$ cat src/rtl/esckd_pkg.sv
// shared types and constants for the escape sequence key decoder
// used by esckd_ctrl, esckd_fifo, esckd_dp and escape_sequence_key_decoder
// no dependencies
package esckd_pkg;

  // default sizes
  localparam int FIFO_DEPTH_DEF = 64;
  localparam int ESC_MAX_DEF    = 4;

  // field widths
  localparam int KEY_W      = 16;
  localparam int BYTE_W     = 8;
  localparam int TIME_W     = 64;
  localparam int TMO_W      = 32;
  localparam int PEND_W     = 7;
  localparam int CMD_W      = 2;
  localparam int CFG_IDX_W  = 2;
  localparam int CFG_DATA_W = 32;

  // stream packing
  localparam int IN_TDATA_W  = 80;  // byte, start, time = 73 bits, padded
  localparam int OUT_TDATA_W = 24;  // key, pending, overflow

  // request kinds
  localparam logic [CMD_W-1:0] CMD_RX    = 2'd0;
  localparam logic [CMD_W-1:0] CMD_CHECK = 2'd1;
  localparam logic [CMD_W-1:0] CMD_POP   = 2'd2;

  // register indexes
  localparam logic [CFG_IDX_W-1:0] CFG_TIMEOUT = 2'd0;
  localparam logic [CFG_IDX_W-1:0] CFG_UP      = 2'd1;
  localparam logic [CFG_IDX_W-1:0] CFG_DOWN    = 2'd2;

  // register reset values
  localparam logic [TMO_W-1:0] TIMEOUT_RST = 32'd200000000;
  localparam logic [KEY_W-1:0] UP_RST      = 16'd72;
  localparam logic [KEY_W-1:0] DOWN_RST    = 16'd80;

  // sequence characters
  localparam logic [BYTE_W-1:0] ESC_CHAR = 8'h1B;
  localparam logic [BYTE_W-1:0] LBRACKET = 8'h5B;
  localparam logic [BYTE_W-1:0] CH_UP    = 8'h41;
  localparam logic [BYTE_W-1:0] CH_DOWN  = 8'h42;
  localparam int                SEQ_LEN  = 3;

  // push source select
  localparam logic [1:0] PUSH_RX   = 2'd0;
  localparam logic [1:0] PUSH_ESC  = 2'd1;
  localparam logic [1:0] PUSH_UP   = 2'd2;
  localparam logic [1:0] PUSH_DOWN = 2'd3;

  typedef struct packed {
    logic       load_in;
    logic       collect;
    logic       clear_esc;
    logic       rel_start;
    logic       rel_inc;
    logic       push;
    logic [1:0] push_sel;
    logic       pop;
    logic       out_load;
  } ctrl_cmd_t;

  typedef struct packed {
    logic esc_empty;
    logic esc_hit;
    logic flush;
    logic match_up;
    logic match_down;
    logic rel_last;
  } dp_status_t;

endpackage

$ cat src/rtl/escape_sequence_key_decoder.sv
// console key decoder top level: stream ports, controller and datapath
// one request per step, one result per request; rate is set by the controller,
// which handles one request at a time: idle, then a check state per timeout check (a
// collected byte gets one), a release state per raw byte released, a receive state for
// a byte, a pop state for a pop, and done; releases write the queue one byte a cycle;
// rst (synchronous, active high) empties the queue, drops any partial sequence and
// restores the register defaults; the queue memory needs no clearing pass
module escape_sequence_key_decoder import esckd_pkg::*; #(
  parameter int FIFO_DEPTH = FIFO_DEPTH_DEF,
  parameter int ESC_MAX    = ESC_MAX_DEF
) (
  input  logic                   clk,
  input  logic                   rst,
  // request stream
  input  logic                   s_axis_tvalid,
  output logic                   s_axis_tready,
  input  logic [IN_TDATA_W-1:0]  s_axis_tdata,   // rx_byte, message_start, now_ns
  input  logic [CMD_W-1:0]       s_axis_tuser,   // command
  // result stream
  output logic                   m_axis_tvalid,
  input  logic                   m_axis_tready,
  output logic [OUT_TDATA_W-1:0] m_axis_tdata,   // key_code, pending_keys, overflow
  output logic                   m_axis_tuser,   // key_valid
  // register writes
  input  logic                   cfg_we,
  input  logic [CFG_IDX_W-1:0]   cfg_index,
  input  logic [CFG_DATA_W-1:0]  cfg_data
);

  // request fields
  logic [BYTE_W-1:0] in_byte;
  logic              in_start;
  logic [TIME_W-1:0] in_now;

  assign in_byte  = s_axis_tdata[BYTE_W-1:0];
  assign in_start = s_axis_tdata[BYTE_W];
  assign in_now   = s_axis_tdata[BYTE_W+TIME_W:BYTE_W+1];

  // controller to datapath
  ctrl_cmd_t  cmd;
  dp_status_t sts;

  // result register contents
  logic [KEY_W-1:0]  key_code;
  logic              key_valid;
  logic [PEND_W-1:0] pending_keys;
  logic              overflow;

  esckd_ctrl u_ctrl (
    .clk       (clk),
    .rst       (rst),
    .in_valid  (s_axis_tvalid),
    .in_ready  (s_axis_tready),
    .in_cmd    (s_axis_tuser),
    .in_start  (in_start),
    .out_valid (m_axis_tvalid),
    .out_ready (m_axis_tready),
    .sts       (sts),
    .cmd       (cmd)
  );

  esckd_dp #(
    .FIFO_DEPTH (FIFO_DEPTH),
    .ESC_MAX    (ESC_MAX)
  ) u_dp (
    .clk          (clk),
    .rst          (rst),
    .cfg_we       (cfg_we),
    .cfg_index    (cfg_index),
    .cfg_data     (cfg_data),
    .in_byte      (in_byte),
    .in_now       (in_now),
    .cmd          (cmd),
    .sts          (sts),
    .key_code     (key_code),
    .key_valid    (key_valid),
    .pending_keys (pending_keys),
    .overflow     (overflow)
  );

  // result packing, lowest field first
  assign m_axis_tdata = {overflow, pending_keys, key_code};
  assign m_axis_tuser = key_valid;

endmodule

$ cat src/rtl/esckd_ctrl.sv
// sequencing state machine for the escape sequence key decoder
// depends on esckd_pkg
module esckd_ctrl import esckd_pkg::*; (
  input  logic             clk,
  input  logic             rst,
  input  logic             in_valid,
  output logic             in_ready,
  input  logic [CMD_W-1:0] in_cmd,
  input  logic             in_start,
  output logic             out_valid,
  input  logic             out_ready,
  input  dp_status_t       sts,
  output ctrl_cmd_t        cmd
);

  localparam logic [2:0] S_IDLE    = 3'd0;
  localparam logic [2:0] S_CHECK   = 3'd1;
  localparam logic [2:0] S_RELEASE = 3'd2;
  localparam logic [2:0] S_RECV    = 3'd3;
  localparam logic [2:0] S_POP     = 3'd4;
  localparam logic [2:0] S_DONE    = 3'd5;

  logic [2:0] state, state_next;
  logic [2:0] ret_state, ret_state_next;

  always_comb begin
    state_next     = state;
    ret_state_next = ret_state;
    cmd            = '0;
    in_ready       = (state == S_IDLE);
    unique case (state)
      S_IDLE: begin
        if (in_valid) begin
          cmd.load_in = 1'b1;
          priority if (in_cmd == CMD_RX && in_start) begin
            state_next     = S_CHECK;
            ret_state_next = S_RECV;
          end else if (in_cmd == CMD_RX) begin
            state_next = S_RECV;
          end else if (in_cmd == CMD_CHECK) begin
            state_next     = S_CHECK;
            ret_state_next = S_DONE;
          end else if (in_cmd == CMD_POP) begin
            state_next     = S_CHECK;
            ret_state_next = S_POP;
          end else begin
            state_next = S_DONE;
          end
        end
      end
      S_CHECK: begin
        priority if (sts.esc_empty) begin
          state_next = ret_state;
        end else if (sts.flush) begin
          cmd.rel_start = 1'b1;
          state_next    = S_RELEASE;
        end else if (sts.match_up) begin
          cmd.push      = 1'b1;
          cmd.push_sel  = PUSH_UP;
          cmd.clear_esc = 1'b1;
          state_next    = ret_state;
        end else if (sts.match_down) begin
          cmd.push      = 1'b1;
          cmd.push_sel  = PUSH_DOWN;
          cmd.clear_esc = 1'b1;
          state_next    = ret_state;
        end else begin
          state_next = ret_state;
        end
      end
      S_RELEASE: begin
        cmd.push     = 1'b1;
        cmd.push_sel = PUSH_ESC;
        if (sts.rel_last) begin
          cmd.clear_esc = 1'b1;
          state_next    = ret_state;
        end else begin
          cmd.rel_inc = 1'b1;
        end
      end
      S_RECV: begin
        if (sts.esc_hit) begin
          cmd.collect    = 1'b1;
          state_next     = S_CHECK;
          ret_state_next = S_DONE;
        end else begin
          cmd.push     = 1'b1;
          cmd.push_sel = PUSH_RX;
          state_next   = S_DONE;
        end
      end
      S_POP: begin
        cmd.pop    = 1'b1;
        state_next = S_DONE;
      end
      S_DONE: begin
        if (!out_valid || out_ready) begin
          cmd.out_load = 1'b1;
          state_next   = S_IDLE;
        end
      end
      default: begin
        state_next = S_IDLE;
      end
    endcase
  end

  always_ff @(posedge clk) begin
    if (rst) begin
      state     <= S_IDLE;
      ret_state <= S_DONE;
      out_valid <= 1'b0;
    end else begin
      state     <= state_next;
      ret_state <= ret_state_next;
      if (cmd.out_load) begin
        out_valid <= 1'b1;
      end else if (out_ready) begin
        out_valid <= 1'b0;
      end
    end
  end

endmodule

$ cat src/rtl/esckd_fifo.sv
// key queue: circular buffer in a memory with registered read data
// depends on esckd_pkg
module esckd_fifo import esckd_pkg::*; #(
  parameter int DEPTH = FIFO_DEPTH_DEF
) (
  input  logic                       clk,
  input  logic                       rst,
  input  logic                       push,
  input  logic [KEY_W-1:0]           push_data,
  input  logic                       pop,
  output logic [KEY_W-1:0]           rd_data,
  output logic [$clog2(DEPTH+1)-1:0] count,
  output logic                       full,
  output logic                       empty
);

  localparam int AW = $clog2(DEPTH);
  localparam int CW = $clog2(DEPTH + 1);

  logic [KEY_W-1:0] mem [DEPTH];
  logic [AW-1:0]    wr_ptr, rd_ptr;
  logic             push_ok, pop_ok;

  assign full    = (count == CW'(DEPTH));
  assign empty   = (count == '0);
  assign push_ok = push && !full;
  assign pop_ok  = pop && !empty;

  function automatic logic [AW-1:0] wrap_inc(input logic [AW-1:0] p);
    return (p == AW'(DEPTH - 1)) ? '0 : p + 1'b1;
  endfunction

  always_ff @(posedge clk) begin
    if (push_ok) begin
      mem[wr_ptr] <= push_data;
    end
    if (pop_ok) begin
      rd_data <= mem[rd_ptr];
    end
  end

  always_ff @(posedge clk) begin
    if (rst) begin
      wr_ptr <= '0;
      rd_ptr <= '0;
      count  <= '0;
    end else begin
      if (push_ok) begin
        wr_ptr <= wrap_inc(wr_ptr);
      end
      if (pop_ok) begin
        rd_ptr <= wrap_inc(rd_ptr);
      end
      count <= count + CW'(push_ok) - CW'(pop_ok);
    end
  end

endmodule

$ cat src/rtl/esckd_dp.sv
// datapath: config registers, escape collection, timeout compare, output register
// depends on esckd_pkg and esckd_fifo
module esckd_dp import esckd_pkg::*; #(
  parameter int FIFO_DEPTH = FIFO_DEPTH_DEF,
  parameter int ESC_MAX    = ESC_MAX_DEF
) (
  input  logic                  clk,
  input  logic                  rst,
  input  logic                  cfg_we,
  input  logic [CFG_IDX_W-1:0]  cfg_index,
  input  logic [CFG_DATA_W-1:0] cfg_data,
  input  logic [BYTE_W-1:0]     in_byte,
  input  logic [TIME_W-1:0]     in_now,
  input  ctrl_cmd_t             cmd,
  output dp_status_t            sts,
  output logic [KEY_W-1:0]      key_code,
  output logic                  key_valid,
  output logic [PEND_W-1:0]     pending_keys,
  output logic                  overflow
);

  localparam int ECW = $clog2(ESC_MAX + 1);
  localparam int IW  = $clog2(ESC_MAX);
  localparam int CW  = $clog2(FIFO_DEPTH + 1);

  logic [TMO_W-1:0]  esc_timeout_ns;
  logic [KEY_W-1:0]  up_key_code, down_key_code;

  logic [BYTE_W-1:0] rx_byte;
  logic [TIME_W-1:0] now_ns;
  logic [BYTE_W-1:0] esc_bytes [ESC_MAX];
  logic [ECW-1:0]    esc_count;
  logic [TIME_W-1:0] esc_time;
  logic [IW-1:0]     rel_idx;
  logic              dropped;
  logic              pop_hit;

  logic [TIME_W:0]   limit;
  logic              expired;
  logic              seq_head;
  logic [KEY_W-1:0]  push_data;
  logic [KEY_W-1:0]  rd_data;
  logic [CW-1:0]     fifo_count;
  logic              fifo_full, fifo_empty;

  always_ff @(posedge clk) begin
    if (rst) begin
      esc_timeout_ns <= TIMEOUT_RST;
      up_key_code    <= UP_RST;
      down_key_code  <= DOWN_RST;
    end else if (cfg_we) begin
      unique case (cfg_index)
        CFG_TIMEOUT: esc_timeout_ns <= cfg_data[TMO_W-1:0];
        CFG_UP:      up_key_code    <= cfg_data[KEY_W-1:0];
        CFG_DOWN:    down_key_code  <= cfg_data[KEY_W-1:0];
        default:     ;
      endcase
    end
  end

  // no-wrap timeout compare: a carry out never expires
  assign limit   = {1'b0, esc_time} + {{(TIME_W + 1 - TMO_W){1'b0}}, esc_timeout_ns};
  assign expired = !limit[TIME_W] && (limit[TIME_W-1:0] <= now_ns);

  assign seq_head = (esc_count == ECW'(SEQ_LEN)) && (esc_bytes[0] == ESC_CHAR) &&
                    (esc_bytes[1] == LBRACKET);

  always_comb begin
    sts.esc_empty  = (esc_count == '0);
    sts.esc_hit    = ((esc_count != '0) || (rx_byte == ESC_CHAR)) &&
                     (esc_count < ECW'(ESC_MAX));
    sts.flush      = expired || (esc_count >= ECW'(ESC_MAX));
    sts.match_up   = seq_head && (esc_bytes[2] == CH_UP);
    sts.match_down = seq_head && (esc_bytes[2] == CH_DOWN);
    sts.rel_last   = (ECW'(rel_idx) + 1'b1 == esc_count);
  end

  always_comb begin
    unique case (cmd.push_sel)
      PUSH_RX:   push_data = {{(KEY_W - BYTE_W){1'b0}}, rx_byte};
      PUSH_ESC:  push_data = {{(KEY_W - BYTE_W){1'b0}}, esc_bytes[rel_idx]};
      PUSH_UP:   push_data = up_key_code;
      PUSH_DOWN: push_data = down_key_code;
      default:   push_data = '0;
    endcase
  end

  esckd_fifo #(
    .DEPTH (FIFO_DEPTH)
  ) u_fifo (
    .clk       (clk),
    .rst       (rst),
    .push      (cmd.push),
    .push_data (push_data),
    .pop       (cmd.pop),
    .rd_data   (rd_data),
    .count     (fifo_count),
    .full      (fifo_full),
    .empty     (fifo_empty)
  );

  // collected bytes, request payload, release index and output register
  always_ff @(posedge clk) begin
    if (cmd.load_in) begin
      rx_byte <= in_byte;
      now_ns  <= in_now;
    end
    if (cmd.collect) begin
      esc_bytes[esc_count[IW-1:0]] <= rx_byte;
    end
    if (cmd.rel_start) begin
      rel_idx <= '0;
    end else if (cmd.rel_inc) begin
      rel_idx <= rel_idx + 1'b1;
    end
    if (cmd.out_load) begin
      key_code     <= pop_hit ? rd_data : '0;
      key_valid    <= pop_hit;
      pending_keys <= PEND_W'(fifo_count);
      overflow     <= dropped;
    end
  end

  always_ff @(posedge clk) begin
    if (rst) begin
      esc_count <= '0;
      esc_time  <= '0;
      dropped   <= 1'b0;
      pop_hit   <= 1'b0;
    end else begin
      if (cmd.clear_esc) begin
        esc_count <= '0;
      end else if (cmd.collect) begin
        esc_count <= esc_count + 1'b1;
        esc_time  <= now_ns;
      end
      if (cmd.load_in) begin
        dropped <= 1'b0;
      end else if (cmd.push && fifo_full) begin
        dropped <= 1'b1;
      end
      if (cmd.load_in) begin
        pop_hit <= 1'b0;
      end else if (cmd.pop && !fifo_empty) begin
        pop_hit <= 1'b1;
      end
    end
  end

endmodule

$ cat config.mk
export PLATFORM = sky130hd
export DESIGN_NAME = escape_sequence_key_decoder
export DESIGN_NICKNAME = d
export VERILOG_FILES = /design/src/rtl/esckd_pkg.sv /design/src/rtl/escape_sequence_key_decoder.sv /design/src/rtl/esckd_ctrl.sv /design/src/rtl/esckd_fifo.sv /design/src/rtl/esckd_dp.sv
export SDC_FILE = /design/constraint.sdc
export NUM_CORES = 2
export LEC_CHECK = 0
export BUFFER_PORTS_ARGS = -buffer_cell sky130_fd_sc_hd__buf_2
export CORE_UTILIZATION = 50
export CTS_BUF_LIST = sky130_fd_sc_hd__clkbuf_2 sky130_fd_sc_hd__clkbuf_4 sky130_fd_sc_hd__clkbuf_8
export DETAILED_ROUTE_END_ITERATION = 10
export GPL_TIMING_DRIVEN = 0
export HOLD_SLACK_MARGIN = 0.03
export PLACE_DENSITY = 0.62
export SETUP_SLACK_MARGIN = 0.05
export SYNTH_ARGS = -nofsm -noshare
export SYNTH_HDL_FRONTEND = slang
export SYNTH_SLANG_ARGS = --single-unit
$ cat constraint.sdc
create_clock -name clk -period 22.3 [get_ports clk]
set_input_delay 3.345 -clock clk [delete_from_list [all_inputs] [get_ports clk]]
set_output_delay 3.345 -clock clk [all_outputs]
set_load 0.05 [all_outputs]
== After elaboration in Yosys (flattened, before gate mapping) ==
Memories as Yosys holds them, arrays and structs flattened. A register that Yosys moved wholly into a read port is not among the register bits.
Cells that the tools add are included.

* Output and inout bits: 27
* Bits in writable memories: 1,056
* Memories kept: 2
* Flip-flop bits (word level): 258
* Bits of input ports: 121
* Word-level logic and storage cells: 148

* Reduce and logical (&&, ||, !) cells: 34
* Multiplexer cells: 52
* $lt $le $gt $ge: 3
* Equal/unequal tests: 28
* Add/subtract/negate cells: 8
* Bitwise operators: 1

{| class="wikitable"
|+ Memories
! memory !! depth !! width !! rd ports !! clocked after Yosys merged registers in !! write ports !! RTL line !! source
|-
| u_dp.u_fifo.mem || 64 || 16 || 1 || 1 || 1 || esckd_fifo.sv:20 || <nowiki>logic [KEY_W-1:0] mem [DEPTH];</nowiki>
|-
| u_dp.esc_bytes || 4 || 8 || 4 || 1 || 1 || esckd_dp.sv:31 || <nowiki>logic [BYTE_W-1:0] esc_bytes [ESC_MAX];</nowiki>
|}

{| class="wikitable"
|+ Operators with widths
! cell !! count
|-
| 64-bit by 32-bit adder with 65-bit output || 1
|-
| 64-bit less-or-equal comparator || 1
|-
| 16-bit case mux with 4 select lines || 1
|-
| 3-bit two-way mux || 21
|-
| 8-bit by 7-bit equality test with 1-bit output, second input constant || 3
|-
| 1-bit two-way mux || 21
|-
| 3-bit case mux with 6 select lines || 1
|-
| 8-bit by 5-bit equality test with 1-bit output, second input constant || 2
|-
| 6-bit by 1-bit adder with 6-bit output, second input constant || 2
|-
| 6-bit equality test, second input constant || 2
|-
| 6-bit two-way mux || 2
|-
| 1-bit logical AND || 10
|-
| 3-bit by 2-bit equality test with 1-bit output, second input constant || 3
|-
| 3-bit case mux with 3 select lines || 1
|-
| 2-bit equality test, second input constant || 4
|-
| 2-bit AND reduction || 4
|-
| 7-bit by 1-bit adder with 7-bit output || 1
|-
| 7-bit equality test, second input constant || 1
|-
| 7-bit logical NOT || 1
|-
| 7-bit by 1-bit subtractor with 7-bit output || 1
|-
| 2-bit by 1-bit equality test with 1-bit output, second input constant || 3
|-
| 3-bit equality test, second input constant || 2
|-
| 2-bit logical NOT || 3
|-
| 3-bit logical NOT || 2
|-
| other kinds (22) || 33
|}

== Depth between registers and ports, before layout ==
* Depth after elaboration: 12
* Mapped depth: 33

== Hierarchy ==
Synthesis repeated with hierarchy kept, for this count alone.

* Cells, all modules: 3,381
* Area, all modules: 55,049.0 um^2

{| class="wikitable"
|+ Modules (own cells, without submodules)
! module !! seq. area each (um^2) !! cells an instance !! times used !! area each (um^2)
|-
| esckd_fifo || 31,610.3 || 1,930 || 1 || 40,834.2
|-
| esckd_dp || 6,616.3 || 1,374 || 1 || 13,613.1
|-
| esckd_ctrl || 140.1 || 76 || 1 || 594.3
|-
| escape_sequence_key_decoder || 0.0 || 1 || 1 || 7.5
|}

== Worst setup path after synthesis ==
Ideal clock, no wire load.

* Path kind: register to register
* Start: register u_dp.esc_time[0]
* End: memory u_dp.u_fifo.mem[0][3], data pin
* Period minus slack after synthesis: 7.696 ns
* Path slack: 14.604 ns
* Data arrival time: 6.975 ns
* Stages on the path, launching flop included: 24
* Buffers on the path: 1
* Cell sequence: dfxtp_1 -> ha_1 -> inv_1 -> fa_1 -> nor2b_1 -> o31a_1 -> o221ai_1 -> nand4_1 -> nand3_1 -> o22a_1 -> nor3_2 -> and4_1 -> xor2_1 -> ha_1 -> nand4_1 -> nor4_4 -> nand4_1 -> a31oi_1 -> nor4_2 -> nor3_1 -> a21o_1 -> buf_2 -> a211oi_1 -> a211oi_1

* Cells in the longest elaborated chain, start to end: 9

{| class="wikitable"
|+ Ends and longest elaborated chain
! what !! RTL line !! source
|-
| start, declared || esckd_dp.sv:33 || <nowiki>logic [TIME_W-1:0] esc_time;</nowiki>
|-
| start signal, assigned || esckd_dp.sv:135 || <nowiki>esc_time <= now_ns;</nowiki>
|-
| 64-bit by 32-bit adder with 65-bit output * || esckd_dp.sv:62 || <nowiki>assign limit = {1'b0, esc_time} + {{(TIME_W + 1 - TMO_W){1'b0}}, esc_timeout_ns};</nowiki>
|-
| 64-bit less-or-equal comparator or 1-bit logical NOT (tied branches) || esckd_dp.sv:63 || <nowiki>assign expired = !limit[TIME_W] && (limit[TIME_W-1:0] <= now_ns);</nowiki>
|-
| 1-bit logical AND * || esckd_dp.sv:63 ||
|-
| 1-bit logical OR * || esckd_dp.sv:72 || <nowiki>sts.flush = expired || (esc_count >= ECW'(ESC_MAX));</nowiki>
|-
| 3-bit two-way mux * || esckd_ctrl.sv:54 || <nowiki>end else if (sts.flush) begin</nowiki>
|-
| 3-bit two-way mux * || esckd_ctrl.sv:52 || <nowiki>priority if (sts.esc_empty) begin</nowiki>
|-
| 3-bit case mux with 3 select lines * || esckd_ctrl.sv:31 || <nowiki>unique case (state)</nowiki>
|-
| 2-bit equality test, or another cell as far along || esckd_dp.sv:79 || <nowiki>unique case (cmd.push_sel)</nowiki>
|-
| 16-bit case mux with 4 select lines * || esckd_dp.sv:79 ||
|-
| net u_dp.push_data[3] || esckd_dp.sv:41 || <nowiki>logic [KEY_W-1:0] push_data;</nowiki>
|-
| end, declared || esckd_fifo.sv:20 ||
|}

Mark *: on every way through the listed nets, which the timed path passes. The rest lies on a longest branch.

== Worst setup path in the final report ==
* Start: register u_dp.esc_time[0]
* End: register u_dp.u_fifo.count[6]

* Cells in the longest elaborated chain, start to end: 10

{| class="wikitable"
|+ Ends and longest elaborated chain
! what !! RTL line !! source
|-
| 64-bit by 32-bit adder with 65-bit output * || esckd_dp.sv:62 ||
|-
| 64-bit less-or-equal comparator or 1-bit logical NOT (tied branches) || esckd_dp.sv:63 ||
|-
| 1-bit logical AND * || esckd_dp.sv:63 ||
|-
| 1-bit logical OR * || esckd_dp.sv:72 ||
|-
| 3-bit two-way mux * || esckd_ctrl.sv:54 ||
|-
| 3-bit two-way mux * || esckd_ctrl.sv:52 ||
|-
| 3-bit case mux with 3 select lines * || esckd_ctrl.sv:31 ||
|-
| 1-bit logical AND * || esckd_fifo.sv:26 || <nowiki>assign push_ok = push && !full;</nowiki>
|-
| 7-bit by 1-bit adder with 7-bit output * || esckd_fifo.sv:54 || <nowiki>count <= count + CW'(push_ok) - CW'(pop_ok);</nowiki>
|-
| 7-bit by 1-bit subtractor with 7-bit output * || esckd_fifo.sv:54 ||
|-
| end signal, assigned || esckd_fifo.sv:54 ||
|-
| end, declared || esckd_fifo.sv:12 || <nowiki>output logic [$clog2(DEPTH+1)-1:0] count,</nowiki>
|}

Every way passes the cells marked *; elsewhere a longest branch is shown, timed or not.
A chain may end at the register's enable or synchronous reset.

==> flow_summary.ini <==
[finish]
area_growth_pct = 15.0
seqCellArea_sq_mm = 0.0384
drive_gt1_share_pct = 28.1
num-fill-cells = 8264
multi_input_area_sq_mm = 0.0159
nets = 3807
stdcell_area_sq_mm = 0.0630
final_core_util_pct = 58.0
stdcell_count = 5161

[yosys]
synth_ff_type = edfxtp_1
ys_seq_area_share_pct = 70.0
avgSynthCellArea_sq_um = 17.4
yosysWarnings = 0
ys_async_sr_fraction_pct = 0
netlist_instances = 3151
synth_area_leaders = edfxtp_1 (64%), mux4_2 (14%), dfxtp_1 (6.0%), ha_1 (2.6%), nand2_1 (2.3%)
synth_edf_count = 1169
synth_nets = 3387
yosysTopAreaCell = edfxtp_1
synth_cell_types = 79
synth_seq_cells = 1332
yosysMostFrequentCell = edfxtp_1
netlist_area_sq_mm = 0.0548
synth_top_area_share_pct = 64.1
synth_commonest_cells = edfxtp_1 (1169), mux4_2 (344), nand2_1 (336)

[place]
port_buffers = 139
dpl_worst_slack_ns = 13.88
dpl_cell_area_sq_mm = 0.0587
place.gp.congestion = 0.917
hpwl_um = 97000
dp.cells = 4775

[worst_setup_path]
worstSetupPathType = reg2reg
endpoint_kind = flop
crit_path_max_incr_delay_ns = 0.56
reg2reg_depth = 33
start_kind = flop
arrival_ns = 9.39
path_max_fanout = 10
crit_slowest_cell = nor4_4
r2r_start = u_dp.esc_time[0]
crit_top_cell = ha_1
timing.rr.end = u_dp.u_fifo.count[6]
crit_required_ns = 23.07
rrSetupSlack_ns = 13.69

[detailed_routing]
drc = 0
viasPerCell = 5.95
vias = 30700
first_pass_iters = 8
drt_first_iter_violations = 3036
ant_nets = 0
wl_um = 137000
routedWlPerCell_um = 26.6

[floorplanning]
die-area_sq_mm = 0.111
std_cell_rows = 121
core_sq_mm = 0.109
die_h_um = 333
pin_count = 148
start_util_pct = 50.4
die_w_um = 333

[run]
drv_cap = 0

[timing]
fin_skew_ns = 0.0479
max_freq_mhz = 116
rsz0062_at_grt = false
setup_viol = 0
fin_ws_ns = 13.69
min_period_over_period_pct = 38.6
fin_hold_ws_ns = 0.455
setup_tns_ns = 0
tightest_slew_ns = 1.41
period_needed_ns = 8.61
slew_viol_final = 0
hold_viol_final = 0
slew_headroom_pct = 5.86

[clocking]
cts-root-buf = clkbuf_8
clk_path_buf_depth = 3
path_clk_slew_ns = 0.07
cts_tree = done
ctsHoldBuffers = 0
cts.repair.resized = 0
post_cts_buffers = 0
clk-insertion-delay-late_ns = 0.89
h-tree-depth = 4
cts.sinks = 1332
cts-buffers-inserted = 208

[grt]
grt_max_degree = 45
grt-ovfl-total = 0
antenna_found_initial = 7
grt_pass1_wl_um = 202000
grtUsageTotal_pct = 25.0
first_global_vias = 31100

[pwr]
ir_drop_v = 0.0000736
totalPowerFinal_mw = 5.35
leakagePower_nw = 19.9
p_per_area_mw_per_mm2 = 85.0

[status]
status = finished, final reports clean

[min_path]
worstHoldStart = u_dp.dropped
min_delay_worst_endpoint = u_dp.overflow
min_path_cells = 0
hold_path.class = reg2reg
## metal layers
| metal | vias to the layer above | routed length (um) | global-route usage, % |
|---|---|---|---|
| li1 | 13300 | - | - |
| met1 | 15800 | 57500 | 34.7 |
| met2 | 1241 | 65700 | 39.8 |
| met3 | 250 | 9620 | 4.49 |
| met4 | 2 | 4510 | 8.89 |
| met5 | - | 9 | 0 |
## worst max-delay path by stage
| stage | startpoint | endpoint |
|---|---|---|
| after floorplan | u_dp.esc_time[0] | u_dp.u_fifo.mem[0][3] |
| after global placement | u_dp.esc_timeout_ns[0] | u_dp.u_fifo.mem[32][5] |
| after detailed placement | u_dp.esc_time[0] | u_dp.u_fifo.count[6] |
| after CTS | u_dp.esc_time[0] | u_dp.u_fifo.count[6] |
| after global routing | u_dp.esc_timeout_ns[0] | u_dp.u_fifo.count[6] |
| final | u_dp.esc_time[0] | u_dp.u_fifo.count[6] |
## worst max-delay path: cells and delay by family, from the launching register on
family                     cells  cell delay (ns)
buffers and inverters          4             0.46
DFF                            1             0.35
adders and majority gates      6             1.84
xor gates and xnor gates       1             0.07
and+or+nand+nor               12             3.49
AOI/OAI and AO/OA             10             2.28
## logic make-up after synthesis
family | after synthesis | synth area share, %
fa+ha+maj | 115 | 2.65
xor+xnor | 72 | 1.15
simple gates | 694 | 6.31
compound gates | 329 | 3.68
buf+inv | 259 | 1.92
mux | 350 | 14.3
flops | 1332 | 70.0
## placed cells by master (no fill, tap or decap), types with 45 or more instances in the layout
cell type	Yosys	layout
a21oi_1	169	169
buf_2	29	168
clkbuf_1	100	100
clkbuf_4	0	72
clkbuf_8	0	217
dfxtp_1	163	163
edfxtp_1	1169	1169
ha_1	113	113
inv_1	102	102
mux4_2	344	344
nand2_1	336	336
nor2_1	77	77
o21ai_0	46	46
xnor2_1	45	45
## final cells by class
cell class / count / area share (%)
Inverter: 104 / 0.620
Timing Repair Buffer: 210 / 2.77
Tap cell: 1414 / 2.81
Clock buffer: 289 / 5.60
Sequential cell: 1332 / 60.9
Clock inverter: 92 / 1.06
Antenna cell: 5 / 0.0199
Buffer: 155 / 1.05
Multi-Input combinational cell: 1560 / 25.2
## where the power goes
group | total (mW) | switching (mW) | internal, mW
Sequential | 2.79 | 0.0271 | 2.76
Clock | 2.07 | 0.964 | 1.11
Combinational | 0.494 | 0.292 | 0.202
Total | 5.35 | 1.28 | 4.07
## registers in the layout, indices dropped and copies added (netlist names), 7 cells and up, named ones only
name	cells
u_dp.u_fifo.mem	1024
u_dp.esc_time	64
u_dp.now_ns	64
u_dp.esc_bytes	32
u_dp.esc_timeout_ns	32
u_dp.down_key_code	16
u_dp.key_code	16
u_dp.u_fifo.rd_data	16
u_dp.up_key_code	16
u_dp.rx_byte	8
u_dp.pending_keys	7
u_dp.u_fifo.count	7
Note: power is estimated with default switching activity, not from simulation.
